## config.mk

```make
export PLATFORM = sky130hd
export DESIGN_NAME = crlf_front
export DESIGN_NICKNAME = d
export VERILOG_FILES = /design/src/hdl/crlf_pkg.sv /design/src/hdl/crlf_front.sv
export SDC_FILE = /design/constraint.sdc
export NUM_CORES = 1
export LEC_CHECK = 0
export BUFFER_PORTS_ARGS = -buffer_cell sky130_fd_sc_hd__buf_4
export CAP_MARGIN = 10
export CORE_ASPECT_RATIO = 0.8
export CORE_MARGIN = 3
export CORE_UTILIZATION = 45
export DETAILED_ROUTE_END_ITERATION = 10
export PLACE_DENSITY = 0.74
export SYNTH_ARGS = -nofsm -noshare
export SYNTH_HDL_FRONTEND = slang
export SYNTH_SLANG_ARGS = --single-unit
```

## constraint.sdc

```tcl
create_clock -name clock -period 1.6 [get_ports clock]
set_input_delay 0.08 -clock clock [delete_from_list [all_inputs] [get_ports clock]]
set_output_delay 0.08 -clock clock [all_outputs]
set_load 0.02 [all_outputs]
```

## src/hdl/crlf_pkg.sv

```systemverilog
package crlf_pkg;

   localparam int LINKS      = 4;
   localparam int LINK_W     = 2;
   localparam int BUF_DEPTH  = 512;
   localparam int POS_W      = 9;
   localparam int FILL_W     = 10;
   localparam int CHUNK      = 8;
   localparam int CNT_W      = 4;
   localparam int MAXLEN_W   = 9;

   localparam logic [7:0] CHAR_CR = 8'h0D;
   localparam logic [7:0] CHAR_LF = 8'h0A;
   localparam logic [MAXLEN_W-1:0] FRAME_CAP = 9'd256;

   localparam logic ACT_PUSH = 1'b0;
   localparam logic ACT_POLL = 1'b1;

   localparam logic [1:0] ST_EMPTY   = 2'd0;
   localparam logic [1:0] ST_NO_TERM = 2'd1;
   localparam logic [1:0] ST_DROP    = 2'd2;
   localparam logic [1:0] ST_FRAME   = 2'd3;

   typedef struct packed {
      logic              action;
      logic [LINK_W-1:0] link;
      logic [7:0]        in_byte;
   } item_type;

   typedef struct packed {
      logic [LINK_W-1:0]           out_link;
      logic [1:0]                  status;
      logic [CHUNK-1:0][7:0]       bytes;
      logic [CNT_W-1:0]            byte_count;
      logic                        last;
   } rsp_type;

endpackage

```

## src/hdl/crlf_front.sv

```systemverilog
module crlf_front (
   input  logic               clock,
   input  logic               reset,
   input  logic               req_valid,
   output logic               req_stall,
   input  crlf_pkg::item_type req_item,
   output logic               q_valid,
   output crlf_pkg::item_type q_item,
   input  logic               q_pop
);

   // Two-entry queue between the accepting side and the execution engine.
   crlf_pkg::item_type entry_ff [2];
   logic       wr_ptr_ff;
   logic       rd_ptr_ff;
   logic [1:0] count_ff;
   logic       push;
   logic       pop;

   assign req_stall = (count_ff == 2'd2);
   assign push      = req_valid && !req_stall;
   assign q_valid   = (count_ff != 2'd0);
   assign pop       = q_pop && q_valid;
   assign q_item    = entry_ff[rd_ptr_ff];

   always_ff @(posedge clock) begin
      if (push) begin
         entry_ff[wr_ptr_ff] <= req_item;
      end
      if (reset) begin
         wr_ptr_ff <= 1'b0;
         rd_ptr_ff <= 1'b0;
         count_ff  <= 2'd0;
      end else begin
         if (push) wr_ptr_ff <= ~wr_ptr_ff;
         if (pop)  rd_ptr_ff <= ~rd_ptr_ff;
         count_ff <= count_ff + {1'b0, push} - {1'b0, pop};
      end
   end

endmodule

```

Word-level counts from Yosys, hierarchy flattened
Memory sizes are Yosys's and may differ from the RTL's. A register that Yosys moved wholly into a read port is not among the register bits.
Cells that the tools add are included.
{"block": "op_classes", "n_bitwise": 2, "addsub": 2, "n_reduce_logical": 4, "shift": 0, "muxes": 4, "magnitude_cmp": 0, "n_mul": 0, "n_div": 0, "n_eq_ne": 1}
{"op": "two-way mux 1 bit", "n": 4}
{"op": "adder 2 x 1 -> 2 bit", "n": 1}
{"op": "equality test 2 bit, second input constant", "n": 1}
{"op": "logical AND 1 bit", "n": 2}
{"op": "inverter 1 bit", "n": 2}
{"op": "nonzero test 2 bit", "n": 1}
{"op": "subtractor 2 x 1 -> 2 bit", "n": 1}
{"op": "logical NOT 1 bit", "n": 1}
{"block": "totals", "register_bits": 4, "memories": 1, "mem_bits_rw": 22, "latchBits": 0, "rom_bits": 0}
{"name": "entry_ff", "words": 2, "width": 11, "read_ports": 1, "rd_clocked_by_memory_dff": 1, "write_ports": 1, "line": "crlf_front.sv:13", "rtl": "crlf_pkg::item_type entry_ff [2];"}

Logic depth before layout (Yosys ltp)
Gate-level depths: netlist of the first run.
{"block": "logic_depth", "ltp_word": 5, "depth_mapped": 8}

Worst setup path after synthesis of the first run
No wires, ideal clock.
{"block": "synth_path", "path_type": "register to register", "start": "reg count_ff[1]", "end": "reg count_ff[1]", "path_stages_with_launch": 8, "path_slack_ns": 0.140, "arrival_time_ns": 1.346, "path_cell_list": "dfxtp_1 > o21a_2 > ha_1 > inv_1 > ha_1 > xor2_1 > xnor2_1 > nor2_1"}
{"block": "synth_via", "word_cells_on_any_way": 7, "classes_between": "add/sub: 2; eq/ne: 1; reduce/logical: 4"}
{"element": "start, declared", "line": "crlf_front.sv:16", "rtl": "logic [1:0] count_ff;"}
{"element": "start signal, assigned", "line": "crlf_front.sv:37", "rtl": "count_ff <= count_ff + {1'b0, push} - {1'b0, pop};"}
{"element": "nonzero test 2 bit", "line": "crlf_front.sv:22", "rtl": "assign q_valid = (count_ff != 2'd0);"}
{"element": "logical AND 1 bit", "line": "crlf_front.sv:23", "rtl": "assign pop = q_pop && q_valid;"}
{"element": "via pop", "line": "crlf_front.sv:18", "rtl": "logic pop;"}
{"element": "subtractor 2 x 1 -> 2 bit", "line": "crlf_front.sv:37"}
The timed path passes the listed nets, and every way through them passes these cells.
A chain may end at the register's enable or synchronous reset.

Worst setup path in the final report of the first run
Same ends and word-level chain as after synthesis.

==> reports/metrics.cfg, run 1 <==
[placement]
gp_congestion=0.696
io_buffers=27
dp_slack_ns=0.0775
hpwl_um=1130

[synth]
syn_area_mm2=0.00102
synth_area_per_cell_um2=17.1
synth_area_leaders=edfxtp_1, mux2_1, dfxtp_1, ha_1, xnor2_1
ys_ff_latch=27
synth_top_area_cell=edfxtp_1
ys_types=20
synth.net_count=77
synthArstFlopShare=0
yosysMostFrequentCell=edfxtp_1
ys_seq_area_frac=0.742
netlist.area_leader.share=0.645
synth_common_cells=edfxtp_1, mux2_1, dfxtp_1
synth_edf_count=22
ys.flop_type=edfxtp_1
syn_inst=60
yosys_warnings=0

[global_routing]
track_usage=0.122
grt_overflow_total=0
grt_pass1_vias=623
antenna_found_initial=0
grt_max_degree=16
grt_pass1_wl_um=2620

[final_layout]
diodes=0
utilization=0.731
fillers=134
fin_nets=124
syn_to_final_growth_pct=43.7
drive_above_1_share=0.443

[critical_path]
max_stage_delay_ns=0.38
crit_type=register to register
path_max_fanout=4
cp.required_ns=1.81
cp-startpoint=count_ff[1]$_SDFF_PP0_
worst_setup_path_end_kind=register
reg2reg_from=count_ff[1]$_SDFF_PP0_
r2r_slack_ns=-0.005
critical_path.cell_chain=o21a_4 > ha_1 > inv_1 > ha_2 > xor2_2 > xnor2_1 > nor2_1
cp-start-kind=register
worst-endpoint-arrival_ns=1.82
cp_slowest_cell=dfxtp_4

[flow_run]
cap_violations=0

[sta]
fin_ws_ns=-0.00478
period_needed_ns=1.60
hold_viol_final=0
tightest_slew_ns=0.278
period_share=1.00
fin_hold_ws_ns=0.143
slew_headroom=0.814
maxSlewViolCount=0
fin_worst_skew_ns=0.00323
max_freq_ghz=0.623
finalSetupViolCount=1
finalSetupTns_ns=-0.00478

[drt]
wire_per_inst_um=13.2
drc_errors=0
drt-initial-drc-count=13
ant_nets=0
viasPerCell=4.80
firstDrtPassIters=2
via_count=624
routed_wl_um=1720

[floorplanning]
die_w_um=59.4
ios=28
initial_core_util=0.509
dieArea_mm2=0.00289
fp.coreArea_mm2=0.00201
num_rows=14
die_h_um=48.7

[clocking]
cts_buffers=3
clock_sink_count=27
clk_latency_ns=0.31
cts_max_level=1
cts_max_path_buffers=2
cts-root-buf=clkbuf_4
cts_tree=yes
clk_pin_slew_ns=0.13

[worst_hold_path]
hold_class=primary input to register
worstHoldStart=req_valid

[status]
status=finished, violations left
violations=setup timing

[power_and_ir_drop]
power.density_mw_per_mm2=1370
power_uw=2010
leakage_uw=0.000600
vdd_drop_max_uv=1070

[sequential cells by signal, summed over array words and instances (netlist names), named ones only]
name / flops
rd_ptr_ff: 1
count_ff: 2
wr_ptr_ff: 1
entry_ff: 22
[per-layer routing]
metal,global-route usage,vias to the layer above,share of wire
met1,0.128,296,0.39
li1,-,309,-
met2,0.224,17,0.55
met5,0,-,0
met3,0.0505,2,0.059
met4,0.0226,0,0.0047
[power by group]
| part | total, uW | switching [uW] | leakage, uW | internal [uW] |
|---|---|---|---|---|
| combinational | 789 | 381 | 0.000334 | 408 |
| clock | 273 | 180 | 0.0000177 | 93.4 |
| sequential | 951 | 60.4 | 0.000248 | 890 |
[path summary, 6_finish.rpt]
check / end / cells past startpoint
max: count_ff[1]$_SDFF_PP0_ / 7
min: wr_ptr_ff$_SDFFE_PP0N_ / 4
max reg2reg: count_ff[1]$_SDFF_PP0_ / 7
min reg2reg: wr_ptr_ff$_SDFFE_PP0N_ / 2
[final cells by class]
| class | count | area (um2) | area share |
|---|---|---|---|
| well taps | 24 | 30.0 | 0.0204 |
| inverters | 4 | 15.0 | 0.0102 |
| repair buffers | 43 | 365 | 0.248 |
| clock buffers | 3 | 22.5 | 0.0153 |
| flip-flops and latches | 27 | 767 | 0.521 |
| clock inverters | 1 | 5.00 | 0.00340 |
| multi-input cells | 28 | 268 | 0.182 |
[cell usage in the layout, fill, tap and decap left out]
master,n
buf_4,30
edfxtp_1,22
dlygate4sd3_1,12
mux2_1,10
inv_1,3
nor2_1,3
clkbuf_4,3
xnor2_1,2
dfxtp_2,2
dfxtp_1,2
o21a_4,1
nand2b_4,1
nand2_2,1
or2_2,1
mux2_2,1
and3_2,1
inv_2,1
or3_1,1
nor2b_1,1
o21ai_0,1
a21oi_1,1
xor2_2,1
ha_1,1
ha_2,1
clkinv_2,1
dfxtp_4,1
buf_12,1
[logic make-up after synthesis]
| group | after synthesis | synth area share |
|---|---|---|
| simple gates | 9 | 0.0489 |
| xor+xnor | 3 | 0.0256 |
| flops | 27 | 0.742 |
| buf+inv | 5 | 0.0195 |
| fa+ha+maj | 2 | 0.0244 |
| mux | 11 | 0.121 |
| compound gates | 3 | 0.0183 |
[repair_timing]
action	CTS	global route
hold buffers	12	0
pin swaps	0	3
endpoints found under the setup margin	1	1
gates resized for setup	1	8
endpoints found under the hold margin	27	0
buffers inserted	0	2
[stage by stage]
stage	cells	instance area (um2)
4_1_cts	128	1430
6_report	130	1470
5_1_grt	130	1470
3_5_place_dp	112	1280
3_3_place_gp	112	1280
2_1_floorplan	60	1020
[worst max-delay path, delay by kind of cell, from the launching register on]
kind            cells  cell delay [ns]
simple gates        1             0.06
fa+ha+maj           2             0.44
flops               1             0.38
buf+inv             1             0.04
xor+xnor            2             0.39
compound gates      1             0.20
No activity file was read; power rests on OpenSTA's default activity.
==> inputs of run 2 (changes only) <==
- PLACE_DENSITY: 0.74 -> not set
- PLACE_DENSITY_LB_ADDON: not set -> 0.3
==> reports/metrics.cfg, run 2 (synthesis gave the netlist of run 1 again) <==
[status]
status=finished, final reports clean  ; was finished, violations left

[final_layout]
diodes=0  ; unchanged
stdcell_area_mm2=0.00146  ; was 0.00147 mm2
final_common_cell=buf_4  ; unchanged
stdcell_count=130  ; unchanged
reg_top3=entry_ff: 22 flops, count_ff: 2 flops  ; unchanged
syn_to_final_growth_pct=42.2  ; was 43.7%
fin_nets=124  ; unchanged
drive_above_1_share=0.425  ; was 0.443
top_register=entry_ff  ; unchanged
largest_reg_flops=22  ; unchanged
layout_common_cells=buf_4, edfxtp_1, dlygate4sd3_1, mux2_1  ; unchanged

[critical_path]
cp-start-kind=register  ; unchanged
crit_type=register to register  ; unchanged
r2r_slack_ns=0.05  ; was -0.005 ns
path_max_fanout=4  ; unchanged
worst-endpoint-arrival_ns=1.77  ; was 1.82 ns
worst_setup_path_end_kind=register  ; unchanged
cp.required_ns=1.82  ; was 1.81 ns

[clocking]
clk_latency_ns=0.31  ; about the same
cts-root-buf=clkbuf_4  ; unchanged
cts_tree=yes  ; unchanged
clk_pin_slew_ns=0.13  ; about the same
clock_sink_count=27  ; unchanged
cts_max_path_buffers=2  ; unchanged
cts_buffers=3  ; unchanged
cts_max_level=1  ; unchanged

[global_routing]
grt_pass1_wl_um=2730  ; was 2620 um
grt_overflow_total=0  ; unchanged
gr-usage-met3=0.0479  ; was 0.0505
grt-busiest-layer=met2  ; unchanged
track_usage=0.130  ; was 0.122
grtUsageMet1=0.170  ; was 0.128
grt_max_degree=15  ; was 16
grt_pass1_vias=582  ; was 623
met2_usage=0.196  ; was 0.224
antenna_found_initial=0  ; unchanged

[floorplanning]
fp.coreArea_mm2=0.00201  ; unchanged
num_rows=14  ; unchanged
dieArea_mm2=0.00289  ; unchanged
ios=28  ; unchanged
die_w_um=59.4  ; unchanged
die_h_um=48.7  ; unchanged
initial_core_util=0.509  ; unchanged

[sta]
tightest_slew_ns=0.281  ; was 0.278 ns
finalSetupViolCount=0  ; was 1
slew_headroom=0.813  ; was 0.814
period_needed_ns=1.55  ; was 1.60 ns
fin_worst_skew_ns=0.00337  ; was 0.00323 ns
period_share=0.966  ; was 1.00
max_freq_ghz=0.647  ; was 0.623 GHz
hold_viol_final=0  ; unchanged
maxSlewViolCount=0  ; unchanged
finalSetupTns_ns=0  ; was -0.00478 ns

[drt]
viasPerCell=4.75  ; was 4.80
ant_nets=0  ; unchanged
drc_errors=0  ; unchanged
firstDrtPassIters=2  ; unchanged
wire_per_inst_um=12.9  ; was 13.2 um
routed_wl_um=1680  ; was 1720 um
drt-initial-drc-count=9  ; was 13
via_count=617  ; was 624

[power_and_ir_drop]
power_uw=1980  ; was 2010 uW
vdd_drop_max_uv=1010  ; was 1070 uV
power.density_mw_per_mm2=1360  ; was 1370 mW/mm2
leakage_uw=0.000591  ; was 0.000600 uW

[placement]
io_buffers=27  ; unchanged
post-place-cells=113  ; was 112
gp_congestion=0.722  ; was 0.696
place_area_mm2=0.00127  ; was 0.00128 mm2
hpwl_um=1170  ; was 1130 um

[worst_hold_path]
hold_class=primary input to register  ; unchanged

[flow_run]
cap_violations=0  ; unchanged

==> run 2: changes by cell type in the layout (fill, tap and decap cells not counted), sizes merged <==
cell,delta
clkbuf,+1
clkinv,-1
==> run 2: stage by stage <==
stage                     worst slack [ns]  hold WS, ns   util
after CTS                           0.0154        0.120  0.706
after detailed placement            0.0362        0.268  0.633
after floorplan                      0.140        0.149      -
final                               0.0549        0.139  0.724
after global placement               0.120        0.265  0.633
after global routing               -0.0145        0.101  0.724
==> run 2: critical path: stages (launching register included) <==
cell,delay (ns)
dfxtp_4,0.38
o21a_2,0.23
ha_1,0.27
inv_1,0.06
ha_4,0.16
xor2_2,0.17
xnor2_1,0.14
nor2_1,0.05
==> run 2: repair_timing <==
action,4_1_cts,5_1_grt
buffers inserted,0,1
resized for setup,1,7
pin swaps,0,1
hold endpoints to repair,27,0
cloned,0,0
hold buffers,12,0
setup endpoints to repair,1,1
==> run 2: final timing paths <==
check / startpoint / endpoint / cells past startpoint
max: count_ff[1]$_SDFF_PP0_ / count_ff[1]$_SDFF_PP0_ / 7
min: req_valid / wr_ptr_ff$_SDFFE_PP0N_ / 4
max reg2reg: count_ff[1]$_SDFF_PP0_ / count_ff[1]$_SDFF_PP0_ / 7
min reg2reg: wr_ptr_ff$_SDFFE_PP0N_ / wr_ptr_ff$_SDFFE_PP0N_ / 2
==> run 2: power breakdown <==
group          switching (uW)  leakage (uW)  internal, uW
combinational             369      0.000327           381
sequential               60.7      0.000249           894
clock                     176     0.0000150          97.5
total                     605      0.000591          1370
==> run 2: area by class of cell <==
class	instances	area, um2
Clock buffer	4	26.3
Fill cell	124	557
Inverter	4	15.0
Multi-Input combinational cell	28	264
Sequential cell	27	769
Tap cell	24	30.0
Timing Repair Buffer	43	353
==> run 2: routing by layer <==
| layer | vias to the layer above | wire, um |
|---|---|---|
| met3 | 4 | 104 |
| met4 | 0 | 17 |
| met1 | 289 | 739 |
| met5 | - | 0 |
| met2 | 18 | 817 |
| li1 | 306 | - |
==> inputs of run 3 (changes only) <==
- BUFFER_PORTS_ARGS: -buffer_cell sky130_fd_sc_hd__buf_4 -> not set
- DONT_BUFFER_PORTS: not set -> 1
- TNS_END_PERCENT: not set -> 30
==> reports/metrics.cfg, run 3 (synthesis gave the netlist of run 1 again) <==
[status]
status=finished, final reports clean  ; unchanged

[floorplanning]
num_rows=14  ; unchanged
die_h_um=48.7  ; unchanged
dieArea_mm2=0.00289  ; unchanged
initial_core_util=0.509  ; unchanged
ios=28  ; unchanged
fp.coreArea_mm2=0.00201  ; unchanged
die_w_um=59.4  ; unchanged

[clocking]
cts_tree=yes  ; unchanged
postCtsSetupBuffers=0  ; unchanged
clk_pin_slew_ns=0.13  ; about the same
cts_buffers=3  ; unchanged
cts-root-buf=clkbuf_4  ; unchanged
clk_latency_ns=0.31  ; about the same
cts_max_level=1  ; unchanged
cts_max_path_buffers=2  ; unchanged
clock_sink_count=27  ; unchanged

[placement]
dp_slack_ns=0.0537  ; was 0.0362 ns
place_area_mm2=0.00106  ; was 0.00127 mm2
io_buffers=0  ; was 27
hpwl_um=1040  ; was 1170 um
gp_congestion=0.711  ; was 0.722
post-place-cells=85  ; was 113

[final_layout]
stdcell_area_mm2=0.00122  ; was 0.00146 mm2
reg_top3=entry_ff: 22 flops, count_ff: 2 flops  ; unchanged
largest_reg_flops=22  ; unchanged
layout_common_cells=edfxtp_1, dlygate4sd3_1, mux2_1  ; was buf_4, edfxtp_1, dlygate4sd3_1, mux2_1
syn_to_final_growth_pct=18.7  ; was 42.2%
fillers=150  ; was 124
fin_nets=95  ; was 124
drive_above_1_share=0.195  ; was 0.425
top_register=entry_ff  ; unchanged
stdcell_count=101  ; was 130
final_common_cell=edfxtp_1  ; was buf_4
diodes=0  ; unchanged

[power_and_ir_drop]
power_uw=1740  ; was 1980 uW
power.density_mw_per_mm2=1430  ; was 1360 mW/mm2
vdd_drop_max_uv=924  ; was 1010 uV
leakage_uw=0.000452  ; was 0.000591 uW

[sta]
fin_worst_skew_ns=0.00624  ; was 0.00337 ns
rsz0062_at_grt=true
slew_headroom=0.813  ; about the same
fin_ws_ns=0.0340  ; was 0.0549 ns
period_needed_ns=1.57  ; was 1.55 ns
finalSetupViolCount=0  ; unchanged
hold_viol_final=0  ; unchanged
finalSetupTns_ns=0  ; unchanged
maxSlewViolCount=0  ; unchanged
tightest_slew_ns=0.281  ; about the same
period_share=0.979  ; was 0.966
max_freq_ghz=0.639  ; was 0.647 GHz

[drt]
viasPerCell=5.21  ; was 4.75
routed_wl_um=1530  ; was 1680 um
drt-initial-drc-count=4  ; was 9
ant_nets=0  ; unchanged
drc_errors=0  ; unchanged
wire_per_inst_um=15.2  ; was 12.9 um
via_count=526  ; was 617
firstDrtPassIters=4  ; was 2

[critical_path]
reg2reg_from=count_ff[1]$_SDFF_PP0_  ; unchanged
worst_setup_path_end_kind=register  ; unchanged
path_max_fanout=4  ; unchanged
cp.required_ns=1.82  ; about the same
cp_slowest_cell=dfxtp_2  ; was dfxtp_4
cp-startpoint=count_ff[1]$_SDFF_PP0_  ; unchanged
crit_type=register to register  ; unchanged
cp-start-kind=register  ; unchanged
worst-endpoint-arrival_ns=1.78  ; was 1.77 ns
crit_path_frequent_cell=ha_1
critical_path.cell_chain=o21a_2 > ha_1 > inv_1 > ha_1 > xor2_1 > xnor2_1 > nor2_1  ; was o21a_2 > ha_1 > inv_1 > ha_4 > xor2_2 > xnor2_1 > nor2_1
max_stage_delay_ns=0.37  ; was 0.38 ns

[flow_run]
cap_violations=0  ; unchanged

[worst_hold_path]
worstHoldStart=req_valid  ; unchanged
hold_class=primary input to register  ; unchanged

[global_routing]
grt_pass1_wl_um=2380  ; was 2730 um
grt_max_degree=16  ; was 15
grt_pass1_vias=543  ; was 582
track_usage=0.115  ; was 0.130
grt_overflow_total=0  ; unchanged
antenna_found_initial=0  ; unchanged

==> run 3: cell count changes in the layout (fill, tap and decap cells not counted), sizes merged <==
cell,previous run,this run
buf,31,2
clkbuf,4,3
clkinv,0,1
==> run 3: final cells by class <==
class	count	area, um2	area share
Sequential cell	27	764	0.629
Timing Repair Buffer	14	135	0.111
Multi-Input combinational cell	28	244	0.201
Clock buffer	3	22.5	0.0185
Clock inverter	1	5.00	0.00412
Tap cell	24	30.0	0.0247
Inverter	4	15.0	0.0123
==> run 3: through the flow <==
stage / util / hold slack (ns)
6_report: 0.604 / 0.0260
2_1_floorplan: - / 0.149
5_1_grt: 0.604 / 0.000718
4_1_cts: 0.602 / 0.0101
3_3_place_gp: 0.529 / 0.152
3_5_place_dp: 0.529 / 0.152
==> run 3: metal layers <==
layer | global-route usage | vias to the layer above | wire length (um)
li1 | - | 249 | -
met1 | 0.131 | 255 | 628
met2 | 0.178 | 18 | 763
met3 | 0.0559 | 4 | 116
met4 | 0.0566 | 0 | 24
met5 | 0 | - | 0
==> run 3: final timing paths <==
kind,end,slack [ns],depth (start not counted)
setup / recovery,count_ff[1]$_SDFF_PP0_,0.03,7
hold reg to reg,wr_ptr_ff$_SDFFE_PP0N_,0.51,2
hold / removal,wr_ptr_ff$_SDFFE_PP0N_,0.03,3
setup reg to reg,count_ff[1]$_SDFF_PP0_,0.03,7
==> run 3: report_power, final <==
part | internal [uW] | switching, uW | total, uW
Combinational | 201 | 303 | 504
Clock | 93.4 | 179 | 272
Sequential | 886 | 75.5 | 962
==> run 3: what timing repair did <==
item,4_1_cts,5_1_grt
setup endpoints to repair,0,13
hold buffers,12,0
endpoints found under the hold margin,27,0
resized for setup,0,3
==> run 3: critical path: cells and delay by family, from the launching register on <==
kind                       cells  cell delay, ns
AOI/OAI and AO/OA              1            0.23
xor gates and xnor gates       2            0.33
adders and majority gates      2            0.44
and+or+nand+nor                1            0.05
DFF                            1            0.37
buffers and inverters          1            0.06
